### config.mk
export PLATFORM = sky130hd
export DESIGN_NAME = tmtw_queue
export DESIGN_NICKNAME = d
export VERILOG_FILES = /design/src/rtl/tmtw_pkg.sv /design/src/rtl/tmtw_queue.sv
export SDC_FILE = /design/constraint.sdc
export NUM_CORES = 1
export LEC_CHECK = 0
export BUFFER_PORTS_ARGS = -buffer_cell sky130_fd_sc_hd__buf_2
export CAP_MARGIN = 25
export CORE_ASPECT_RATIO = 1.1
export CORE_MARGIN = 2
export CORE_UTILIZATION = 55
export DETAILED_ROUTE_END_ITERATION = 10
export HOLD_SLACK_MARGIN = 0.12
export MAX_ROUTING_LAYER = met4
export PLACE_DENSITY = 0.83
export SYNTH_ARGS = -nofsm -noshare
export SYNTH_HDL_FRONTEND = slang
export SYNTH_SLANG_ARGS = --single-unit
### constraint.sdc
create_clock -name clk -period 3.96 [get_ports clk]
set_input_delay 0.792 -clock clk [delete_from_list [all_inputs] [get_ports clk]]
set_output_delay 0.792 -clock clk [all_outputs]
set_load 0.02 [all_outputs]
### src/rtl/tmtw_pkg.sv
`timescale 1ns / 1ps

package tmtw_pkg;

  localparam logic [1:0] KIND_PUT   = 2'd0;
  localparam logic [1:0] KIND_READ  = 2'd1;
  localparam logic [1:0] KIND_CLEAR = 2'd2;

  localparam logic [7:0] NEWLINE_BYTE = 8'h0A;
  localparam logic [7:0] BLANK_BYTE   = 8'h20;
  localparam logic [7:0] PRINT_LO     = 8'h20;
  localparam logic [7:0] PRINT_HI     = 8'h7E;
  localparam logic [7:0] RESET_ATTR   = 8'h07;

  typedef struct packed {
    logic [1:0] kind;
    logic [7:0] ch;
    logic       is_newline;
    logic       is_print;
    logic       rd_ok;
    logic [4:0] rd_row;
    logic [6:0] rd_col;
  } cmd_t;

  typedef struct packed {
    logic [15:0] cell_value;
    logic [4:0]  row;
    logic [6:0]  col;
  } res_t;

endpackage

### src/rtl/tmtw_queue.sv
`timescale 1ns / 1ps

module tmtw_queue import tmtw_pkg::*; (
  input  logic clk,
  input  logic rst,
  input  logic in_valid,
  output logic in_ready,
  input  cmd_t in_cmd,
  output logic out_valid,
  input  logic out_pop,
  output cmd_t out_cmd
);

  localparam int DEPTH = 2;
  localparam int PW    = $clog2(DEPTH);

  cmd_t          entries [DEPTH];
  logic [PW-1:0] wptr;
  logic [PW-1:0] rptr;
  logic [PW:0]   count;
  logic          wr_en;
  logic          rd_en;

  assign in_ready  = (count != (PW+1)'(DEPTH));
  assign out_valid = (count != '0);
  assign wr_en     = in_valid && in_ready;
  assign rd_en     = out_pop && out_valid;
  assign out_cmd   = entries[rptr];

  always_ff @(posedge clk) begin
    if (rst) begin
      wptr  <= '0;
      rptr  <= '0;
      count <= '0;
    end else begin
      if (wr_en) begin
        wptr <= wptr + 1'b1;
      end
      if (rd_en) begin
        rptr <= rptr + 1'b1;
      end
      if (wr_en && !rd_en) begin
        count <= count + 1'b1;
      end else if (rd_en && !wr_en) begin
        count <= count - 1'b1;
      end
    end
  end

  always_ff @(posedge clk) begin
    if (wr_en) begin
      entries[wptr] <= in_cmd;
    end
  end

endmodule

==> metrics <==
Clock Tree Root=clkbuf_8; P&R area growth vs syn=21.5%; PortBufs=55; Post-CTS Resized=0; top-count cell post-synth=edfxtp_1; post-synthesis mux area share=13.9%; max-slew violations=0; Worst Skew=0.00418 ns; layout cells sized above 1=between 50 and 60%; DP HPWL=2.32 mm; drt wl/cell=around 15 um; Worst Reg2Reg Path Length in Cells=3; final core utilization=68.3%; Finish-stage setup viols=0; min Tclk post-route=2.53 ns; Yosys warning count=0; # nets final=193; CTS Sinks=55; row cnt=23; crit path cell chain=buf_8 > mux2_2 > buf_2; largest family of logic cells by synthesized area=multiplexers; Worst R2R Start=count[0]$_SDFFE_PP0P_; synth top area cells=edfxtp_1 (74%), mux2_2 (14%), dfxtp_1 (4.9%); # Max-Cap Violations=0; drc violations=0; status=complete, no violations; ANT cells=0; clock transition at the registers of the reported paths=0.09 ns; WP data required=3.17 ns; f_max=around 0.40 GHz; Initial Utilization=56.2%; Slew Limit Headroom=32.9%; Fillers=261; Placer Congestion=0.668; peak supply drop=0.000347 V; Final ANT Viol Nets=0; Setup TNS=0 ns; Synth Area in Adders=less than 1%; Commonest cells post-synth=edfxtp_1 (50), mux2_2 (25), dfxtp_1 (5); end of the worst register-to-register path=entries[0][22]$_DFFE_PP_; Max FO, Critical Path=14; ys async rst share=0%; unrepaired setup endpoints after global routing=no; CTS Buf Count=5; PD cells=between 600 and 700 mW/mm^2; number of flops mapped to enable cells by yosys=50; critical path class=reg2out; Iteration-0 DRC Markers=52; # H-tree levels=2; R2R setup slack=2.11 ns; CP endpoint kind=output pin; Post-CTS Setup Bufs=0; Synth Area in XOR/XNOR=1.30%; final WL=3.31 mm; Synth area leader=edfxtp_1; CP peak stage delay=~0.69 ns; vias in the first global route=1133; Yosys reg bits=55; Min-Delay Endpoint=rptr$_SDFFE_PP0P_; total die area=between 0.004 and 0.005 mm^2; drt pass-1 iters=4; Leak=0.932 nW; critical hold path startpoint=rptr$_SDFFE_PP0P_; GR Overflow Total=0; Critical Path AT=1.74 ns; syn avg cell area=~20 um^2; gr usage total=17.2%; worst hold path class=reg2reg; share of the synthesized area in the top cell type=74.2%; CTS Hold Bufs=0; first-pass GRT wire length=4.64 mm; Die H=~68 um; Fin. Hold Viols=0; Worst Tran Pin Value=1.00 ns; largest net degree at the start of global routing=26; power after layout=approximately 1.5 mW; Core Region=0.00360 mm^2; Post-Syn Area=a little over 0.002 mm^2; syn_nets=132; initial antenna violation count=0; Startpoint Class=register; Die W=61.8 um; vias per cell=roughly 5.0; fin crit share=63.9%; TritonCTS clock tree=done; Mapped Cells=102; sequential share of the synthesized area=between 70% and 80%; Slowest cell on crit path=dfxtp_1; clk buf depth=2; complex-gate fraction of the synthesized area=approximately 1.5%; Top FF cell, synth=edfxtp_1; clock latency on the worst-skew pair=0.30 ns; hold-critical path depth=2; number of top-level pins=56; Cell variety after synth=18; via count=1077; Synth Area in Simple Gates=2.47%
==> state kept, by name, summed over array words and instances (netlist names), named ones only <==
register,count
rptr,1
count,2
wptr,1
entries,50
==> worst max path at each step <==
stage | startpoint | endpoint | slack, ns | depth (start not counted)
after floorplan | register | out_cmd[12] | 2.11 | 3
after global placement | register | out_cmd[12] | 1.55 | 2
after detailed placement | register | out_cmd[6] | 1.53 | 2
after CTS | register | out_cmd[6] | 1.18 | 2
after global routing | register | out_cmd[14] | 1.31 | 3
final | register | out_cmd[6] | 1.43 | 3
==> where the power goes <==
part	internal [mW]	switching (mW)	total, mW
registers	0.729	0.0441	0.773
clock network	0.124	0.170	0.294
logic	0.198	0.266	0.464
total	1.05	0.480	1.53
==> critical path: cells and delay by family, from the launching register on <==
family	cells	cell delay [ns]
flops	1	0.69
buf+inv	2	0.40
mux	1	0.35
==> metal layers <==
layer | track usage (%) | vias up | wire [um]
met2 | 29.9 | 41 | 1830
met3 | 5.94 | 4 | 169
met1 | 15.2 | 519 | 1270
met5 | - | - | 0
li1 | - | 513 | -
met4 | 11.2 | 0 | 39
==> stage by stage <==
step | cells | setup slack [ns] | area (um^2) | hold slack (ns)
floorplan | 102 | 2.11 | 2020 | 0.471
global placement | 204 | 1.55 | 2340 | 0.484
detailed placement | 205 | 1.53 | 2360 | 0.531
CTS | 213 | 1.18 | 2440 | 0.552
global route | 214 | 1.31 | 2460 | 0.561
finish | 214 | 1.43 | 2460 | 0.556
==> final cells by class <==
type	count	area (um^2)	share of cell area (%)
Clock buffer	6	72.6	2.95
Clock inverter	2	12.5	0.509
Inverter	1	3.75	0.153
Multi-Input combinational cell	43	400	16.3
Sequential cell	55	1600	65.1
Tap cell	50	62.6	2.54
Timing Repair Buffer	57	305	12.4
==> cells by family (layout without fill, tap and decap cells) <==
logic type / count (synthesis) / in the layout
fa+ha+maj: 1 / 1
compound gates: 5 / 5
xor+xnor: 3 / 3
buf+inv: 4 / 66
mux: 25 / 25
flops: 55 / 55
simple gates: 9 / 9
==> cell usage in the layout, fill, tap and decap left out, types with 2 or more instances in the layout <==
master	n
buf_2	55
edfxtp_1	50
mux2_2	25
dfxtp_1	5
clkbuf_8	5
xor2_1	3
nor2_1	3
o21ai_0	2
a21oi_1	2
buf_8	2
Note: power is estimated with default switching activity, not from simulation.
