## config.mk

```make
export PLATFORM = sky130hd
export DESIGN_NAME = tmtw_front
export DESIGN_NICKNAME = d
export VERILOG_FILES = /design/src/rtl/tmtw_pkg.sv /design/src/rtl/tmtw_front.sv
export SDC_FILE = /design/constraint.sdc
export NUM_CORES = 1
export LEC_CHECK = 0
export BUFFER_PORTS_ARGS = -buffer_cell sky130_fd_sc_hd__buf_2
export CAP_MARGIN = 20
export CORE_AREA = 3 3 54 56
export CTS_CLUSTER_SIZE = 28
export DETAILED_ROUTE_END_ITERATION = 10
export DIE_AREA = 0 0 57 59
export PLACE_DENSITY_LB_ADDON = 0.15
export SLEW_MARGIN = 20
export SYNTH_ARGS = -nofsm -noshare
export SYNTH_HDL_FRONTEND = slang
export SYNTH_SLANG_ARGS = --single-unit
```

## constraint.sdc

```tcl
create_clock -name clk -period 1.34 [get_ports clk]
set_input_delay 0.134 -clock clk [delete_from_list [all_inputs] [get_ports clk]]
set_output_delay 0.134 -clock clk [all_outputs]
set_load 0.03 [all_outputs]
```

## src/rtl/tmtw_pkg.sv

```systemverilog
`timescale 1ns / 1ps

package tmtw_pkg;

  localparam logic [1:0] KIND_PUT   = 2'd0;
  localparam logic [1:0] KIND_READ  = 2'd1;
  localparam logic [1:0] KIND_CLEAR = 2'd2;

  localparam logic [7:0] NEWLINE_BYTE = 8'h0A;
  localparam logic [7:0] BLANK_BYTE   = 8'h20;
  localparam logic [7:0] PRINT_LO     = 8'h20;
  localparam logic [7:0] PRINT_HI     = 8'h7E;
  localparam logic [7:0] RESET_ATTR   = 8'h07;

  typedef struct packed {
    logic [1:0] kind;
    logic [7:0] ch;
    logic       is_newline;
    logic       is_print;
    logic       rd_ok;
    logic [4:0] rd_row;
    logic [6:0] rd_col;
  } cmd_t;

  typedef struct packed {
    logic [15:0] cell_value;
    logic [4:0]  row;
    logic [6:0]  col;
  } res_t;

endpackage

```

## src/rtl/tmtw_front.sv

```systemverilog
`timescale 1ns / 1ps

module tmtw_front import tmtw_pkg::*; #(
  parameter int ROWS    = 25,
  parameter int COLUMNS = 80
) (
  input  logic       clk,
  input  logic       rst,
  input  logic       push,
  input  logic       hold,
  output logic       full,
  input  logic [1:0] kind,
  input  logic [7:0] char_code,
  input  logic [4:0] read_row,
  input  logic [6:0] read_col,
  output logic       cmd_valid,
  input  logic       cmd_ready,
  output cmd_t       cmd
);

  logic accept;
  cmd_t cmd_next;

  assign full   = hold || (cmd_valid && !cmd_ready);
  assign accept = push && !full;

  always_comb begin
    cmd_next.kind       = kind;
    cmd_next.ch         = char_code;
    cmd_next.is_newline = (char_code == NEWLINE_BYTE);
    cmd_next.is_print   = (char_code >= PRINT_LO) && (char_code <= PRINT_HI);
    cmd_next.rd_ok      = ({2'b00, read_row} < 7'(ROWS)) &&
                          ({1'b0, read_col} < 8'(COLUMNS));
    cmd_next.rd_row     = read_row;
    cmd_next.rd_col     = read_col;
  end

  always_ff @(posedge clk) begin
    if (rst) begin
      cmd_valid <= 1'b0;
    end else if (accept) begin
      cmd_valid <= 1'b1;
    end else if (cmd_ready) begin
      cmd_valid <= 1'b0;
    end
  end

  always_ff @(posedge clk) begin
    if (accept) begin
      cmd <= cmd_next;
    end
  end

endmodule

```

==> results.yml, run 1 <==
route:
  finalWirelength_um: 1930
  vias: 648
  drt_iter0_drc: 9
  drc: 0
  routedWlPerCell_um: 13.31
  viasPerCell: 4.469
  ant_nets: 0
  drt-pass1-iter-count: 3
hold_path:
  whs_path_depth: 1
  min-delay-start: "char_code[6]"
  hp-class: "in2reg"
  min_to: "cmd[21]"
cts:
  postCtsHoldBufs: 13
  path_clk_slew_ps: 130
  cts_resized: 0
  clockBufferDepth: 2
  clk_latency_ps: 310
  cts_root_buffer: "clkbuf_4"
  htree_levels: 1
  postCtsSetupRepairBufs: 0
  cts_tree: "done"
  clock_sinks: 26
  numCtsBuffers: 3
global_route:
  antenna_found_initial: 0
  grt.total_usage: 0.1145
  grt_pass1_vias: 640
  grt_pass1_wl_um: 2884
  grt.overflow.total: 0
  grt_start_max_net_pins: 26
floorplan:
  die_h_um: 59
  start_util: 0.3490
  dieArea_um2: 3363
  core_um2: 2477
  die_w_um: 57
  io-pin-count: 54
  placementRows: 18
synthesis:
  synthMuxAreaShare: 0
  synth-adder-area-share: 0
  synth_cell_types: 13
  synthSimpleGateAreaFrac: 0.07815
  synth_top_area_cell: "edfxtp_1"
  synth_area_leaders: "edfxtp_1 87%, dfxtp_1 2.3%, nand2b_1 2.2%"
  synth_top_area_frac: 0.8683
  synthesis.instances: 40
  synth_compound_area_frac: 0.03039
  postSynthAreaPerCell_um2: 21.61
  syn_nets: 67
  netlist_area_um2: 864.6
  synth-seq-area-share: 0.8915
  yosysWarnings: 0
  synth-xor-area-share: 0
  synth-seq-cells: 26
  synth_top_family_by_area: "simple AND/OR/NAND/NOR gates"
layout:
  fin_nets: 143
  layout-drive-gt1-share: 0.4957
  diodes: 0
  area_growth_pct: 59.33
  final_common_cell: "buf_2"
  final_cells: 145
  final_cell_mix: "53 x buf_2, 25 x edfxtp_1, 18 x dlygate4sd3_1"
run:
  cap_viol_max_count: 0
worst_setup_path:
  setup.worst_path.start_class: "register"
  ff2ff_setup_slack_ps: 120
  worstPathMaxFanout: 25
  endpoint_kind: "register"
  worst_ep_required_time_ps: 1330
  arrival_ps: 1210
  critical_path_class: "reg2reg"
  reg2reg_to: "cmd[9]"
  r2r_cells: 2
  timing.rr.start: "cmd_valid"
timing:
  max_slew.worst_pin.slew_ps: 376.3
  slew_viol_final: 0
  clock_skew_ps: 4.421
  fin_setup_tns_ps: 0
  maxSlewHeadroom: 0.7491
  final.min_clock_period_ps: 1225
  fin_crit_sh: 0.9138
  fmax_mhz: 816.6
  holdWs_ps: 25.22
  setup_viol: 0
  hold_viol: 0
  grt_setup_unrepaired: "false"
pwr:
  p_per_area_nw_per_um2: 1078
  cellLeakagePower_uw: 0.0005741
  ir_worst_vdd_v: 0.0005657
placed_design:
  gp_congestion: 0.6996
  io_buffers: 53
  dpl.hpwl_um: 1347
  placed_cells: 123
outcome:
  status: "finished clean"
-- cells in the mapped netlist --
cell,number
a21oi_1,1
nand2b_1,3
and3b_1,1
a211oi_1,1
nor4_1,1
and3_1,1
o311ai_0,1
and4_1,2
nor2_1,1
edfxtp_1,25
o21ai_0,1
dfxtp_1,1
and2_1,1
-- through the flow --
| stage | area [um2] | setup slack (ps) | util | power, uW |
|---|---|---|---|---|
| after floorplan | 868.3 | 84.55 | - | 1059 |
| after global placement | 1171 | 151.4 | 0.4727 | 1141 |
| after detailed placement | 1171 | 122.6 | 0.4727 | 1144 |
| after CTS | 1328 | 107.5 | 0.5359 | 1496 |
| after global routing | 1378 | 52.77 | 0.5561 | 1561 |
| final | 1378 | 115.5 | 0.5561 | 1485 |
-- critical path, stage by stage, from the launching register on --
cell and delay [ps]:
dfxtp_1 330, nand2b_1 110, and3b_4 450
-- power by group --
group          switching, uW  total, uW  internal (uW)  leakage [uW]
registers               8.11        940            932      0.000242
clock network            213        322            109     0.0000154
logic                    129        223           93.9      0.000317
-- worst max path at each step --
stage,slack (ps),startpoint,end
floorplan,80,cmd_valid,cmd[0]
global placement,150,cmd_valid,cmd[14]
CTS,110,cmd_valid,cmd[11]
global route,50,cmd_valid,cmd[10]
detailed placement,120,cmd_valid,cmd[19]
finish,120,cmd_valid,cmd[9]
-- layer usage --
layer	vias up	track usage	share of wire
met3	0	0.03922	0.10
met5	-	0	0
met1	304	0.1223	0.39
met4	0	0.04967	0
li1	312	-	-
met2	32	0.2055	0.51
-- flip-flops by register name, indices dropped and copies added, names as in the netlist --
| name | cells |
|---|---|
| cmd | 25 |
| cmd_valid | 1 |
-- cell families (layout without fill, tap and decap cells) --
group | count (synthesis) | count (layout)
buffers and inverters | 0 | 75
AO/OA/AOI/OAI | 4 | 4
AND/OR/NAND/NOR | 10 | 10
flip-flops | 26 | 26
-- final cells by class --
cell class	count	area, um2
clock buffers	3	22.52
clock inverters	1	3.754
fillers	217	1100
multi-input cells	14	97.59
flip-flops and latches	26	770.7
well taps	30	37.54
repair buffers	71	445.4
(Power assumes the default switching activity.)
==> run 2, diff against run 1 <==
ABC_AREA = 1   (was default)
PLACE_DENSITY = 0.7   (was default)
PLACE_DENSITY_LB_ADDON = default   (was 0.15)
==> results.yml, run 2 <==
synthesis:
  synth_most_common_cell: "edfxtp_1"
  synthesis.instances: 59
  synth-seq-area-share: 0.8532
  synth_cell_types: 9
  synth-seq-cells: 26
  synth-async-reset-ratio: 0
  yosysWarnings: 0
  synth_top_area_cell: "edfxtp_1"
  synth_edf_count: 25
  ys.flop_type: "edfxtp_1"
  netlist_area_um2: 903.4
  synth_area_leaders: "edfxtp_1 83%, nor2_1 4.2%, inv_1 3.7%"
  synth_commonest_cells: "25 x edfxtp_1, 10 x nor2_1, 9 x inv_1, 9 x nand2_1, 2 x a21oi_1"
  postSynthAreaPerCell_um2: 15.31
  syn_nets: 86
  synth_top_area_frac: 0.8310
route:
  ant_nets: 0
  drt-pass1-iter-count: 4
  finalWirelength_um: 1837
  vias: 661
  routedWlPerCell_um: 11.70
  drt_iter0_drc: 12
  drc: 0
  viasPerCell: 4.210
timing:
  fin_setup_tns_ps: 0
  fin_crit_sh: 0.8528
  hold_viol: 0
  slew_viol_final: 0
  grt_setup_unrepaired: "false"
  final.min_clock_period_ps: 1143
  setup_viol: 0
  max_slew.worst_pin.slew_ps: 156.3
  clock_skew_ps: 4.290
  fmax_mhz: 875.1
  maxSlewHeadroom: 0.8957
cts:
  numCtsBuffers: 3
  cts_tree: "done"
  htree_levels: 1
  cts_root_buffer: "clkbuf_4"
  clk_latency_ps: 300
  path_clk_slew_ps: 130
  clock_sinks: 26
  postCtsSetupRepairBufs: 0
  clockBufferDepth: 2
layout:
  largest_reg_flops: 25
  diodes: 0
  area_growth_pct: 53.60
  regMostFlops: "cmd"
  fin_nets: 155
  largestRegisters: "cmd x25, cmd_valid x1"
  final_common_cell: "buf_2"
  final_cells: 157
  layout-drive-gt1-share: 0.4803
  fin_util: 0.5601
  final_cell_mix: "53 x buf_2, 25 x edfxtp_1, 10 x dlygate4sd3_1"
global_route:
  grt_pass1_vias: 615
  grt.overflow.total: 0
  grt_pass1_wl_um: 2773
  grt_start_max_net_pins: 26
  antenna_found_initial: 0
  grt.total_usage: 0.1079
placed_design:
  io_buffers: 53
  placed_cells: 143
  dpl.hpwl_um: 1451
  gp_congestion: 0.6750
hold_path:
  hp-class: "in2reg"
  whs_path_depth: 1
  min_to: "cmd[5]"
  min-delay-start: "read_col[5]"
worst_setup_path:
  worstPathMaxFanout: 2
  reg2reg_to: "cmd[4]"
  critical_path_class: "reg2out"
  setup.worst_path.start_class: "register"
  arrival_ps: 1010
  worstSetupStartpoint: "cmd_valid"
  ff2ff_setup_slack_ps: 240
  r2r_cells: 4
  endpoint_kind: "output port"
  worst_ep_required_time_ps: 1210
  timing.rr.start: "cmd_valid"
floorplan:
  io-pin-count: 54
  core_um2: 2477
  die_h_um: 59
  placementRows: 18
  dieArea_um2: 3363
  start_util: 0.3646
  die_w_um: 57
pwr:
  p_per_area_nw_per_um2: 1068
  cellLeakagePower_uw: 0.0006257
  ir_worst_vdd_v: 0.0005923
outcome:
  status: "finished clean"
run:
  cap_viol_max_count: 0
## run 2: changes by cell type in the layout (fill, tap and decap cells not counted), moves of 2 or more
cell           previous run  this run
nand2b_1                  3         0
and4_1                    2         0
inv_1                     0         9
dlygate4sd3_1            18        10
nand2_1                   0         7
nor2_1                    1         9
## run 2: cells by family (layout without fill, tap and decap cells)
| logic type | count (synthesis) | in the layout | synth area share |
|---|---|---|---|
| buf+inv | 9 | 77 | 0.03739 |
| compound gates | 4 | 4 | 0.02493 |
| simple gates | 20 | 20 | 0.08448 |
| flops | 26 | 26 | 0.8532 |
## run 2: how the worst max path moves through the flow
stage,to,slack [ps],cells past startpoint
after floorplan,cmd[0],-10,3
after CTS,full,180,3
after global placement,cmd[3],280,4
after detailed placement,cmd[0],260,4
after global routing,full,150,3
final,full,200,3
## run 2: critical path, stage by stage (launching register included)
cell,delay [ps]
dfxtp_4,380
nand2_4,60
nand2_8,70
buf_2,190
## run 2: where the power goes
group	total (uW)	switching [uW]	internal (uW)
Clock	311	203	108
Sequential	939	8.54	931
Combinational	231	142	89.1
Total	1480	353	1130
## run 2: what timing repair did
action | CTS | global route
resized for setup | 0 | 0
hold buffers | 6 | 4
hold endpoints to repair | 6 | 4
## run 2: routing by layer
layer / vias to the layer above / share of wire / GRT usage
li1: 338 / - / -
met1: 288 / 0.41 / 0.1323
met2: 33 / 0.48 / 0.1794
met3: 2 / 0.11 / 0.02832
met4: 0 / 0.0065 / 0.04967
met5: - / 0 / 0
## run 2: metrics by stage
stage          worst slack [ps]  hold WS [ps]  cell area, um2  total power (uW)
2_1_floorplan            -14.75         232.9           938.4              1076
5_1_grt                   153.2        0.8149            1388              1551
3_3_place_gp              278.1         311.8            1261              1163
6_report                  197.3         16.58            1388              1482
4_1_cts                   176.8        0.4657            1348              1494
3_5_place_dp              256.2         313.1            1261              1170
## run 2: final cells by class
| class | instances | area [um2] |
|---|---|---|
| well taps | 30 | 37.54 |
| clock inverters | 1 | 3.754 |
| repair buffers | 64 | 385.4 |
| clock buffers | 3 | 22.52 |
| fillers | 198 | 1090 |
| multi-input cells | 24 | 130.1 |
| inverters | 9 | 33.78 |
| flip-flops and latches | 26 | 774.5 |
